<file path="config.mk">
export PLATFORM = sky130hd
export DESIGN_NAME = command_frame_validator_dedup_top_flat
export DESIGN_NICKNAME = d
export VERILOG_FILES = /design/src/rtl/cfvd_pkg.sv /design/src/rtl/cfvd_if.sv /design/src/rtl/cfvd_frame_asm.sv /design/src/rtl/cfvd_seq_table.sv /design/src/rtl/command_frame_validator_dedup_top.sv /design/src/flat_wrapper.sv
export SDC_FILE = /design/constraint.sdc
export NUM_CORES = 1
export LEC_CHECK = 0
export BUFFER_PORTS_ARGS = -buffer_cell sky130_fd_sc_hd__buf_2
export CORE_MARGIN = 3
export CORE_UTILIZATION = 50
export DETAILED_ROUTE_END_ITERATION = 7
export PLACE_DENSITY_LB_ADDON = 0.3
export SLEW_MARGIN = 20
export SYNTH_ARGS = -nofsm -noshare
export SYNTH_HDL_FRONTEND = slang
export SYNTH_SLANG_ARGS = --single-unit
</file>
<file path="constraint.sdc">
create_clock -name clk -period 5.56 [get_ports clk]
set_input_delay 0.834 -clock clk [delete_from_list [all_inputs] [get_ports clk]]
set_output_delay 0.834 -clock clk [all_outputs]
set_load 0.02 [all_outputs]
</file>
<file path="src/rtl/cfvd_pkg.sv">
package cfvd_pkg;

  localparam int unsigned MAX_PAYLOAD_DEF  = 16;
  localparam int unsigned COUNTER_BITS_DEF = 16;
  localparam int unsigned FIXED_BYTES      = 4;
  localparam int unsigned CODE_W           = 6;
  localparam int unsigned NUM_CODES        = 1 << CODE_W;
  localparam int unsigned NUM_CTRS         = 5;

  typedef enum logic [1:0] {
    ACT_START  = 2'd0,
    ACT_DATA   = 2'd1,
    ACT_STOP   = 2'd2,
    ACT_BUSERR = 2'd3
  } action_t;

  typedef enum logic [1:0] {
    ST_APPLIED = 2'd0,
    ST_DUP     = 2'd1,
    ST_BAD     = 2'd2,
    ST_UNKNOWN = 2'd3
  } status_t;

  typedef enum logic [2:0] {
    CT_APPLIED = 3'd0,
    CT_DUP     = 3'd1,
    CT_BAD     = 3'd2,
    CT_UNKNOWN = 3'd3,
    CT_BUSERR  = 3'd4
  } ctr_t;

  // frame state as seen at a stop
  typedef struct packed {
    logic       nonempty;
    logic       ok;
    logic [7:0] cmd;
    logic [7:0] len;
    logic [7:0] phead;
    logic [7:0] seq;
  } frame_info_t;

  typedef struct packed {
    status_t     status;
    logic [5:0]  command_code;
    logic [1:0]  timing_quant;
    logic [7:0]  body_len;
    logic [7:0]  first_payload_byte;
    logic [7:0]  sequence_number;
    logic [15:0] applied_count;
    logic [15:0] duplicate_count;
    logic [15:0] bad_frame_count;
    logic [15:0] unknown_count;
    logic [15:0] bus_error_count;
  } result_t;

  function automatic logic code_known(input logic [CODE_W-1:0] code);
    return (code == 6'h00) || (code == 6'h01) || (code == 6'h02) || (code == 6'h3F) ||
           ((code >= 6'h10) && (code <= 6'h17));
  endfunction

endpackage

</file>
<file path="src/rtl/cfvd_if.sv">
interface cfvd_in_if;
  logic       valid;
  logic       ready;
  logic [1:0] action;
  logic [7:0] data_byte;

  modport source (output valid, output action, output data_byte, input ready);
  modport sink   (input valid, input action, input data_byte, output ready);
endinterface

interface cfvd_out_if;
  logic        valid;
  logic        ready;
  logic [1:0]  status;
  logic [5:0]  command_code;
  logic [1:0]  timing_quant;
  logic [7:0]  body_len;
  logic [7:0]  first_payload_byte;
  logic [7:0]  sequence_number;
  logic [15:0] applied_count;
  logic [15:0] duplicate_count;
  logic [15:0] bad_frame_count;
  logic [15:0] unknown_count;
  logic [15:0] bus_error_count;

  modport source (
    output valid, output status, output command_code, output timing_quant,
    output body_len, output first_payload_byte, output sequence_number,
    output applied_count, output duplicate_count, output bad_frame_count,
    output unknown_count, output bus_error_count, input ready
  );
  modport sink (
    input valid, input status, input command_code, input timing_quant,
    input body_len, input first_payload_byte, input sequence_number,
    input applied_count, input duplicate_count, input bad_frame_count,
    input unknown_count, input bus_error_count, output ready
  );
endinterface

</file>
<file path="src/rtl/cfvd_frame_asm.sv">
module cfvd_frame_asm
  import cfvd_pkg::*;
#(
  parameter int unsigned MAX_PAYLOAD = MAX_PAYLOAD_DEF
) (
  input  logic              clk,
  input  logic              rst_n,
  input  logic              accept,
  input  logic [1:0]        action,
  input  logic [7:0]        data_byte,
  output frame_info_t       info,
  output logic [CODE_W-1:0] lookup_code
);

  localparam logic [7:0] COUNT_LIMIT = 8'(FIXED_BYTES + MAX_PAYLOAD + 1);

  logic [7:0] cnt_r,   cnt_nxt;
  logic [7:0] xor_r,   xor_nxt;
  logic [7:0] first_r, first_nxt;
  logic [7:0] len_r,   len_nxt;
  logic [7:0] phead_r, phead_nxt;
  logic [7:0] prev_r,  prev_nxt;
  logic [7:0] last_r,  last_nxt;

  always_comb begin
    cnt_nxt   = cnt_r;
    xor_nxt   = xor_r;
    first_nxt = first_r;
    len_nxt   = len_r;
    phead_nxt = phead_r;
    prev_nxt  = prev_r;
    last_nxt  = last_r;
    if (accept) begin
      case (action_t'(action))
        ACT_DATA: begin
          if (cnt_r == 8'd0) first_nxt = data_byte;
          else if (cnt_r == 8'd1) len_nxt = data_byte;
          else if (cnt_r == 8'd2) phead_nxt = data_byte;
          prev_nxt = last_r;
          last_nxt = data_byte;
          xor_nxt  = xor_r ^ data_byte;
          if (cnt_r < COUNT_LIMIT) cnt_nxt = cnt_r + 8'd1;
        end
        ACT_START, ACT_STOP, ACT_BUSERR: begin
          cnt_nxt   = '0;
          xor_nxt   = '0;
          first_nxt = '0;
          len_nxt   = '0;
          phead_nxt = '0;
          prev_nxt  = '0;
          last_nxt  = '0;
        end
        default: begin
        end
      endcase
    end
  end

  always_ff @(posedge clk) begin
    if (!rst_n) begin
      cnt_r   <= '0;
      xor_r   <= '0;
      first_r <= '0;
      len_r   <= '0;
      phead_r <= '0;
      prev_r  <= '0;
      last_r  <= '0;
    end else begin
      cnt_r   <= cnt_nxt;
      xor_r   <= xor_nxt;
      first_r <= first_nxt;
      len_r   <= len_nxt;
      phead_r <= phead_nxt;
      prev_r  <= prev_nxt;
      last_r  <= last_nxt;
    end
  end

  always_comb begin
    info.nonempty = (cnt_r != 8'd0);
    info.ok       = (cnt_r >= 8'(FIXED_BYTES)) && (len_r <= 8'(MAX_PAYLOAD)) &&
                    ({1'b0, cnt_r} == (9'(FIXED_BYTES) + {1'b0, len_r})) &&
                    (xor_r == 8'd0);
    info.cmd      = first_r;
    info.len      = len_r;
    info.phead    = (len_r != 8'd0) ? phead_r : 8'd0;
    info.seq      = prev_r;
  end

  // table is read ahead, addressed by the code the next cycle will hold
  assign lookup_code = first_nxt[CODE_W-1:0];

endmodule

</file>
<file path="src/rtl/cfvd_seq_table.sv">
module cfvd_seq_table
  import cfvd_pkg::*;
(
  input  logic              clk,
  input  logic              rst_n,
  input  logic [CODE_W-1:0] rd_addr,
  output logic              rd_valid,
  output logic [7:0]        rd_seq,
  input  logic              wr_en,
  input  logic [CODE_W-1:0] wr_addr,
  input  logic [7:0]        wr_seq
);

  logic [7:0]           mem [NUM_CODES];
  logic [NUM_CODES-1:0] valid_r;
  logic                 rd_valid_r;
  logic [7:0]           rd_seq_r;

  always_ff @(posedge clk) begin
    if (wr_en) mem[wr_addr] <= wr_seq;
    rd_seq_r <= mem[rd_addr];
  end

  always_ff @(posedge clk) begin
    if (!rst_n) begin
      valid_r    <= '0;
      rd_valid_r <= 1'b0;
    end else begin
      if (wr_en) valid_r[wr_addr] <= 1'b1;
      rd_valid_r <= valid_r[rd_addr];
    end
  end

  assign rd_valid = rd_valid_r;
  assign rd_seq   = rd_seq_r;

endmodule

</file>
<file path="src/rtl/command_frame_validator_dedup_top.sv">
// A stop that ends a nonempty frame shows its result in the cycle after acceptance.
// Throughput: one bus event per cycle while the input side is free; the output register frees
// the input side whenever it is empty or being read in the same cycle.
// Reset (rst_n low, synchronous): frame state, sequence table valid bits and
// statistics counters clear at once; no clearing pass.
module command_frame_validator_dedup_top
  import cfvd_pkg::*;
#(
  parameter int unsigned MAX_PAYLOAD  = MAX_PAYLOAD_DEF,
  parameter int unsigned COUNTER_BITS = COUNTER_BITS_DEF
) (
  input  logic        clk,
  input  logic        rst_n,
  cfvd_in_if.sink     in_ch,
  cfvd_out_if.source  out_ch
);

  logic                    in_accept;
  logic                    is_stop;
  logic                    emit;
  logic                    is_dup;
  logic                    tbl_wr;
  frame_info_t             info;
  logic [CODE_W-1:0]       lookup_code;
  logic [CODE_W-1:0]       code;
  logic                    rd_valid;
  logic [7:0]              rd_seq;
  status_t                 status;
  logic [COUNTER_BITS-1:0] cnt_r   [NUM_CTRS];
  logic [COUNTER_BITS-1:0] cnt_nxt [NUM_CTRS];
  logic                    out_valid_r;
  result_t                 res_r;

  assign in_ch.ready = !out_valid_r || out_ch.ready;
  assign in_accept   = in_ch.valid && in_ch.ready;
  assign is_stop     = in_accept && (action_t'(in_ch.action) == ACT_STOP);
  assign emit        = is_stop && info.nonempty;

  cfvd_frame_asm #(
    .MAX_PAYLOAD (MAX_PAYLOAD)
  ) u_frame (
    .clk         (clk),
    .rst_n       (rst_n),
    .accept      (in_accept),
    .action      (in_ch.action),
    .data_byte   (in_ch.data_byte),
    .info        (info),
    .lookup_code (lookup_code)
  );

  assign code   = info.cmd[CODE_W-1:0];
  assign is_dup = rd_valid && (rd_seq == info.seq);
  assign tbl_wr = emit && info.ok && !is_dup;

  cfvd_seq_table u_table (
    .clk      (clk),
    .rst_n    (rst_n),
    .rd_addr  (lookup_code),
    .rd_valid (rd_valid),
    .rd_seq   (rd_seq),
    .wr_en    (tbl_wr),
    .wr_addr  (code),
    .wr_seq   (info.seq)
  );

  always_comb begin
    if (!info.ok) status = ST_BAD;
    else if (is_dup) status = ST_DUP;
    else if (code_known(code)) status = ST_APPLIED;
    else status = ST_UNKNOWN;
  end

  always_comb begin
    for (int i = 0; i < NUM_CTRS; i++) cnt_nxt[i] = cnt_r[i];
    if (emit) begin
      case (status)
        ST_APPLIED: cnt_nxt[CT_APPLIED] = cnt_r[CT_APPLIED] + 1'b1;
        ST_DUP:     cnt_nxt[CT_DUP]     = cnt_r[CT_DUP] + 1'b1;
        ST_BAD:     cnt_nxt[CT_BAD]     = cnt_r[CT_BAD] + 1'b1;
        ST_UNKNOWN: cnt_nxt[CT_UNKNOWN] = cnt_r[CT_UNKNOWN] + 1'b1;
        default: begin
        end
      endcase
    end
    if (in_accept && (action_t'(in_ch.action) == ACT_BUSERR)) begin
      cnt_nxt[CT_BUSERR] = cnt_r[CT_BUSERR] + 1'b1;
    end
  end

  always_ff @(posedge clk) begin
    if (!rst_n) begin
      for (int i = 0; i < NUM_CTRS; i++) cnt_r[i] <= '0;
      out_valid_r <= 1'b0;
    end else begin
      for (int i = 0; i < NUM_CTRS; i++) cnt_r[i] <= cnt_nxt[i];
      if (emit) out_valid_r <= 1'b1;
      else if (out_ch.ready) out_valid_r <= 1'b0;
    end
  end

  always_ff @(posedge clk) begin
    if (emit) begin
      res_r.status             <= status;
      res_r.command_code       <= info.ok ? code : '0;
      res_r.timing_quant       <= info.ok ? info.cmd[7:6] : 2'd0;
      res_r.body_len           <= info.ok ? info.len : 8'd0;
      res_r.first_payload_byte <= info.ok ? info.phead : 8'd0;
      res_r.sequence_number    <= info.ok ? info.seq : 8'd0;
      res_r.applied_count      <= 16'(cnt_nxt[CT_APPLIED]);
      res_r.duplicate_count    <= 16'(cnt_nxt[CT_DUP]);
      res_r.bad_frame_count    <= 16'(cnt_nxt[CT_BAD]);
      res_r.unknown_count      <= 16'(cnt_nxt[CT_UNKNOWN]);
      res_r.bus_error_count    <= 16'(cnt_nxt[CT_BUSERR]);
    end
  end

  assign out_ch.valid              = out_valid_r;
  assign out_ch.status             = res_r.status;
  assign out_ch.command_code       = res_r.command_code;
  assign out_ch.timing_quant       = res_r.timing_quant;
  assign out_ch.body_len           = res_r.body_len;
  assign out_ch.first_payload_byte = res_r.first_payload_byte;
  assign out_ch.sequence_number    = res_r.sequence_number;
  assign out_ch.applied_count      = res_r.applied_count;
  assign out_ch.duplicate_count    = res_r.duplicate_count;
  assign out_ch.bad_frame_count    = res_r.bad_frame_count;
  assign out_ch.unknown_count      = res_r.unknown_count;
  assign out_ch.bus_error_count    = res_r.bus_error_count;

endmodule
</file>
<file path="src/flat_wrapper.sv">
// flat-port wrapper written by rule: the top's interface ports become plain ports
module command_frame_validator_dedup_top_flat import cfvd_pkg::*;
#(
  parameter int unsigned MAX_PAYLOAD  = MAX_PAYLOAD_DEF,
  parameter int unsigned COUNTER_BITS = COUNTER_BITS_DEF
)
  (clk, rst_n, in_ch_valid, in_ch_action, in_ch_data_byte, in_ch_ready, out_ch_valid, out_ch_status, out_ch_command_code, out_ch_timing_quant, out_ch_body_len, out_ch_first_payload_byte, out_ch_sequence_number, out_ch_applied_count, out_ch_duplicate_count, out_ch_bad_frame_count, out_ch_unknown_count, out_ch_bus_error_count, out_ch_ready);
  cfvd_in_if in_ch_i ();
  cfvd_out_if out_ch_i ();
  input  logic clk;
  input  logic rst_n;
  input wire logic [$bits(in_ch_i.valid)-1:0] in_ch_valid;
  input wire logic [$bits(in_ch_i.action)-1:0] in_ch_action;
  input wire logic [$bits(in_ch_i.data_byte)-1:0] in_ch_data_byte;
  output wire logic [$bits(in_ch_i.ready)-1:0] in_ch_ready;
  output wire logic [$bits(out_ch_i.valid)-1:0] out_ch_valid;
  output wire logic [$bits(out_ch_i.status)-1:0] out_ch_status;
  output wire logic [$bits(out_ch_i.command_code)-1:0] out_ch_command_code;
  output wire logic [$bits(out_ch_i.timing_quant)-1:0] out_ch_timing_quant;
  output wire logic [$bits(out_ch_i.body_len)-1:0] out_ch_body_len;
  output wire logic [$bits(out_ch_i.first_payload_byte)-1:0] out_ch_first_payload_byte;
  output wire logic [$bits(out_ch_i.sequence_number)-1:0] out_ch_sequence_number;
  output wire logic [$bits(out_ch_i.applied_count)-1:0] out_ch_applied_count;
  output wire logic [$bits(out_ch_i.duplicate_count)-1:0] out_ch_duplicate_count;
  output wire logic [$bits(out_ch_i.bad_frame_count)-1:0] out_ch_bad_frame_count;
  output wire logic [$bits(out_ch_i.unknown_count)-1:0] out_ch_unknown_count;
  output wire logic [$bits(out_ch_i.bus_error_count)-1:0] out_ch_bus_error_count;
  input wire logic [$bits(out_ch_i.ready)-1:0] out_ch_ready;
  assign in_ch_i.valid = in_ch_valid;
  assign in_ch_i.action = in_ch_action;
  assign in_ch_i.data_byte = in_ch_data_byte;
  assign in_ch_ready = in_ch_i.ready;
  assign out_ch_valid = out_ch_i.valid;
  assign out_ch_status = out_ch_i.status;
  assign out_ch_command_code = out_ch_i.command_code;
  assign out_ch_timing_quant = out_ch_i.timing_quant;
  assign out_ch_body_len = out_ch_i.body_len;
  assign out_ch_first_payload_byte = out_ch_i.first_payload_byte;
  assign out_ch_sequence_number = out_ch_i.sequence_number;
  assign out_ch_applied_count = out_ch_i.applied_count;
  assign out_ch_duplicate_count = out_ch_i.duplicate_count;
  assign out_ch_bad_frame_count = out_ch_i.bad_frame_count;
  assign out_ch_unknown_count = out_ch_i.unknown_count;
  assign out_ch_bus_error_count = out_ch_i.bus_error_count;
  assign out_ch_i.ready = out_ch_ready;
  command_frame_validator_dedup_top #(.MAX_PAYLOAD(MAX_PAYLOAD), .COUNTER_BITS(COUNTER_BITS)) u_core (.clk(clk), .rst_n(rst_n), .in_ch(in_ch_i), .out_ch(out_ch_i));
endmodule
</file>
==> results of run 1 <==
## metal layers
metal / global-route usage / part of all wire / up-vias
met5: 0 / 0.00044 / -
met4: 0.0916 / 0.039 / 6
met3: 0.0498 / 0.088 / 220
met2: 0.376 / 0.47 / 1131
met1: 0.319 / 0.40 / 10900
li1: - / - / 10200
## metrics by stage
stage | utilization | setup WS, ps | cells | hold slack (ps)
2_1_floorplan | - | 894 | 2851 | 432
3_3_place_gp | 0.533 | 1240 | 3718 | 436
3_5_place_dp | 0.533 | 1130 | 3718 | 438
4_1_cts | 0.575 | 1400 | 3877 | 453
5_1_grt | 0.575 | 1130 | 3877 | 480
6_report | 0.575 | 1330 | 3877 | 455
## worst min-delay path, delay by kind of cell, from the launching register on
family,cells,cell delay (ps)
DFF,1,310
AOI/OAI and AO/OA,1,50
and+or+nand+nor,1,50
## cells by family after synthesis
kind of cell    Yosys count  share of synthesized area
simple gates           1481                      0.204
buf+inv                 178                     0.0214
other cells               1                   0.000113
flops                   836                      0.696
fa+ha+maj                11                    0.00416
compound gates          230                     0.0448
xor+xnor                101                     0.0268
mux                      11                    0.00356
## worst paths after layout
path,from,to,slack (ps),cells after the start
hold / removal,u_core.u_frame.last_r[0],u_core.u_frame.prev_r[0],450,2
setup reg to reg,u_core.u_frame.cnt_r[0],u_core.u_table.rd_seq[5],1330,10
setup / recovery,u_core.u_frame.cnt_r[0],u_core.u_table.rd_seq[5],1330,10
hold reg to reg,u_core.u_frame.last_r[0],u_core.u_frame.prev_r[0],450,2
## layout make-up
| cell class | instances | area [um2] |
|---|---|---|
| Clock buffer | 114 | 2400 |
| Tap cell | 855 | 1070 |
| Inverter | 17 | 67.6 |
| Sequential cell | 836 | 23000 |
| Timing Repair Buffer | 173 | 1050 |
| Multi-Input combinational cell | 1837 | 9400 |
| Fill cell | 5211 | 27600 |
| Clock inverter | 45 | 344 |
## Yosys cell counts (3+ instances only)
cell type  instances
a211oi_1           4
a21oi_1           67
a22o_1             5
a22oi_1           23
a311oi_1           3
a31oi_1           57
and2_1           117
and3_1            55
and4b_1            8
buf_1             28
buf_2             31
clkbuf_1         102
dfxtp_1          210
edfxtp_1         626
ha_1              11
inv_1             16
mux2_2             5
mux2i_1            5
nand2_1          642
nand2b_1           7
nand3_1          321
nand3b_1           3
nand4_1           26
nor2_1           248
nor2b_1            4
nor3_1            17
o211ai_1          24
o21a_1            19
o21ai_0            7
o22ai_1            9
or2_2              3
or3_1              7
or3b_2             3
or4_1              3
xnor2_1           60
xor2_1            41
## power by group through the flow
stage / clock [mW] / combinational (mW) / sequential [mW]
finish: 5.54 / 0.404 / 6.66
global route: 5.88 / 0.439 / 6.66
CTS: 5.62 / 0.398 / 6.66
detailed placement: 0 / 0.396 / 6.79
global placement: 0 / 0.390 / 6.79
floorplan: 0 / 0.263 / 6.79
## sequential cells by signal, summed over array words and instances, names as in the netlist
signal and flops:
u_core.u_table.mem 512, u_core.cnt_r 80, u_core.u_table.valid_r 64, u_core.out_ch.applied_count 16
u_core.out_ch.bad_frame_count 16, u_core.out_ch.bus_error_count 16, u_core.out_ch.duplicate_count 16, u_core.out_ch.unknown_count 16
u_core.out_ch.body_len 8, u_core.out_ch.first_payload_byte 8, u_core.out_ch.sequence_number 8, u_core.u_frame.cnt_r 8
u_core.u_frame.first_r 8, u_core.u_frame.last_r 8, u_core.u_frame.len_r 8, u_core.u_frame.phead_r 8
u_core.u_frame.prev_r 8, u_core.u_frame.xor_r 8, u_core.u_table.rd_seq 8, u_core.out_ch.command_code 6
u_core.out_ch.status 2, u_core.out_ch.timing_quant 2, u_core.out_ch.valid 1, u_core.u_table.rd_valid 1
==> impl_metrics.ini, run 1 <==
[floorplanning]
io_pins = 130
die_area_um2 = 69300
core_area_um2 = 64900
std_cell_rows = 93
die_height_um = 263
start_util = 0.509
die_w_um = 263

[drt]
vias = 22500
drc = 0
drt_iter0_markers = 2958
dr.pass1.iters = 6
viasPerCell = 5.80
wl_per_cell_um = 21.6
wl_mm = 83.7
drtAntennaViolNets = 0

[logic_synthesis]
synth-edff-count = 626
ys.flop_type = edfxtp_1
synth_top_area_share = 0.569
ys_seq_area_frac = 0.696
postSynthAreaPerCell_um2 = 11.6
ys_warn_count = 0
async_flop_share = 0
yosys.area.top_type = edfxtp_1
ys_ff_latch = 836
synth_cells = 2849
synth_area_um2 = 33100
synth.area.top_cells = edfxtp_1 57%, dfxtp_1 13%, nand2_1 7.3%, nand3_1 4.9%, nor2_1 2.8%
yosysUniqueCellTypes = 65

[critical_path]
cp_slowest_stage_delay_ps = 820
critical_path.top_delay_family = simple AND/OR/NAND/NOR gates
cp_num_buf_inv = 2
crit_chain = inv_1 > ha_1 > nor4b_2 > nand2_1 > nor2_1 > a22o_1 > buf_4 > nand3_1 > o22ai_1 > and4b_1
crit_type = register to register
cp_slowest_cell = a22o_1
startpoint_type = register
critPathArrivalTime_ps = 4760
required_ps = 6090
cp_max_fo = 18
end_kind = register

[place]
placed_area_um2 = 34600
finalWeightedCongestion = 0.886
hpwl_mm = 51.1
port_buffers = 129

[clock_network]
cts_root_buf = clkbuf_16
cts_tree = done
clkTransAtPathRegs_ps = 60
cts_made_buffers = 85
ctsResizeCount = 0
cts_sinks = 836
clock_latency_ps = 640
htreeDepth = 3
postCtsHoldBufs = 0
cts_setup_buffers = 0
cts.path.max_buffers = 3

[power_and_ir_drop]
vdd_drop_max_uv = 267
p_int_mw = 9.94
seq_power_share = 0.528
pwr-share-clk = 0.440
p_comb_frac = 0.032
switching_share = 0.212
leakage_nw = 13.3
switchingPower_mw = 2.67
power_density_nw_per_um2 = 338
finalPower_mw = 12.6

[layout]
final_common_cell = nand2_1
nets = 2975
final_cell_mix = 641 x nand2_1, 626 x edfxtp_1, 321 x nand3_1, 248 x nor2_1, 202 x dfxtp_1
finish.instance_area_um2 = 37300
drive_gt1_frac = 0.111
syn2layout_area_growth_pct = 12.9
antenna_cells = 0

[grt]
grt_max_degree = 128
grt_pass1_vias = 21800
grt_pass1_wl_mm = 128
antenna_found_initial = 3
track_usage = 0.236
grt_overflow = 0

[sta]
clock_skew_ps = 25.3
finalCritPeriodShare = 0.761
slew_headroom = 0.313
min_period_ps = 4230
drv_slew = 0
tightest_slew_ps = 1030
setup_violations = 0
rsz0062_at_grt = no
timing.setup.tns_ps = 0
final_hold_viol_count = 0
fmax_ghz = 0.236

[outcome]
status = complete, no violations

[flow_run]
cap_violations = 0

[hold_path]
hold_path.class = register to register
No activity file was read; power rests on OpenSTA's default activity.
==> inputs of run 2 (changes only) <==
==> constraint.sdc (replaced) <==
create_clock -name clk -period 3.4 [get_ports clk]
set_input_delay 0.51 -clock clk [delete_from_list [all_inputs] [get_ports clk]]
set_output_delay 0.51 -clock clk [all_outputs]
set_load 0.02 [all_outputs]
==> impl_metrics.ini, run 2 (synthesis gave the netlist of run 1 again) <==
[outcome]
status = complete, no violations

[hold_path]
holdPathEnd = u_core.u_frame.last_r[7]
hold_path.class = input pin to register
hold_depth = 3
min_from = in_ch_data_byte[7]

[critical_path]
r2r-end = u_core.u_table.rd_seq[4]
startpoint_type = register
end_kind = register
required_ps = 3930
reg2reg_depth = 11
critPathArrivalTime_ps = 3870
critical_path.top_delay_family = compound AO/OA/AOI/OAI gates
crit_chain = inv_1 > ha_1 > nor4b_4 > and2_4 > o21ai_2 > buf_4 > a22o_1 > nand2_2 > a31oi_1 > o211ai_1 > and4b_1
rr_startpoint = u_core.u_frame.cnt_r[0]
cp_slowest_stage_delay_ps = 460
reg2reg_setup_slack_ps = 70
crit_type = register to register
cp_max_fo = 8
cp_num_buf_inv = 2
cp_slowest_cell = a22o_1

[clock_network]
clkTransAtPathRegs_ps = 60
cts_sinks = 836
cts_made_buffers = 86
clock_latency_ps = 650
cts.path.max_buffers = 3
htreeDepth = 3
cts_root_buf = clkbuf_16
cts_tree = done
postCtsHoldBufs = 0

[power_and_ir_drop]
finalPower_mw = 21.1
vdd_drop_max_uv = 607
power_density_nw_per_um2 = 542
leakage_nw = 14.2

[drt]
viasPerCell = 5.76
drc = 0
wl_per_cell_um = 21.5
vias = 23100
drtAntennaViolNets = 0
dr.pass1.iters = 7
drt_iter0_markers = 2949
wl_mm = 86.1

[sta]
drv_slew = 0
tightest_slew_ps = 886
clock_skew_ps = 33.5
holdWs_ps = 206
slew_headroom = 0.409
setup_violations = 0
finalCritPeriodShare = 0.980
rsz0062_at_grt = yes
min_period_ps = 3330
fmax_ghz = 0.300
final_hold_viol_count = 0
timing.final.ws_setup_ps = 68.7

[floorplanning]
std_cell_rows = 93
start_util = 0.509
die_w_um = 263
die_height_um = 263
io_pins = 130
core_area_um2 = 64900
die_area_um2 = 69300

[place]
finalWeightedCongestion = 0.916
placed_area_um2 = 35600
port_buffers = 129
place_ws_ps = -219
hpwl_mm = 52.4

[layout]
drive_gt1_frac = 0.163
reg_top3 = u_core.u_table.mem: 512 flops, u_core.cnt_r: 80 flops, u_core.u_table.valid_r: 64 flops
largest_reg_flops = 512
fillers = 5060
final_cell_mix = 640 x nand2_1, 626 x edfxtp_1, 318 x nand3_1, 229 x nor2_1, 202 x dfxtp_1
nets = 3104
fin_util = 0.600
syn2layout_area_growth_pct = 17.9
antenna_cells = 0
finish.instance_area_um2 = 39000
top_register = u_core.u_table.mem
final_common_cell = nand2_1

[flow_run]
cap_violations = 0

[grt]
track_usage = 0.240
grt_overflow = 0
grt_max_degree = 93
grt_pass1_vias = 22500
grt_pass1_wl_mm = 130
antenna_found_initial = 2
-- run 2: final cells by class --
class | instances | area, um2 | area share
clock inverter | 42 | 423 | 0.0108
multi-input combinational | 1839 | 9680 | 0.248
tap | 855 | 1070 | 0.0274
sequential | 836 | 23000 | 0.590
clock buffer | 118 | 2460 | 0.0630
inverter | 17 | 67.6 | 0.00173
timing repair buffer | 299 | 2270 | 0.0583
-- run 2: repair_timing --
action | in CTS | in global routing
gates resized for setup | 14 | 30
pin swaps | 4 | 7
cloned | 2 | 7
buffers inserted | 4 | 9
setup endpoints to repair | 7 | 50
-- run 2: power breakdown --
part | internal (mW) | leakage, nW | total (mW) | switching [mW]
sequential | 10.9 | 6.76 | 10.9 | 0.0291
clock | 5.61 | 1.39 | 9.48 | 3.88
combinational | 0.251 | 6.00 | 0.755 | 0.505
-- run 2: metal layers --
layer / global-route usage / vias to the layer above / share of wire
met5: 0 / - / 0.00015
met4: 0.0988 / 2 / 0.039
met3: 0.0455 / 220 / 0.089
met2: 0.383 / 1152 / 0.47
met1: 0.324 / 11200 / 0.41
li1: - / 10500 / -
-- run 2: worst max-delay path by stage --
stage                     cells after the start  slack [ps]                    start                   endpoint
final                                        11          70  u_core.u_frame.cnt_r[0]   u_core.u_table.rd_seq[4]
after global routing                         14         -50  u_core.u_frame.cnt_r[0]   u_core.u_table.rd_seq[5]
after CTS                                    14           3  u_core.u_frame.cnt_r[0]   u_core.u_table.rd_seq[4]
after detailed placement                     11        -220             out_ch_ready   u_core.u_table.rd_seq[3]
after global placement                       11        -210             out_ch_ready   u_core.u_table.rd_seq[7]
after floorplan                              12        -810             out_ch_ready  u_core.u_table.mem[57][0]
-- run 2: per-stage QoR --
stage | TNS (ps) | cells
detailed placement | -1030 | 3824
floorplan | -431120 | 2851
global route | -140 | 4006
global placement | -809 | 3824
CTS | 0 | 3990
finish | 0 | 4006
-- run 2: tightest hold or removal path: cells and delay by family --
family	cells	cell delay, ps
AO/OA/AOI/OAI	1	50
buffers and inverters	1	150
AND/OR/NAND/NOR	1	80
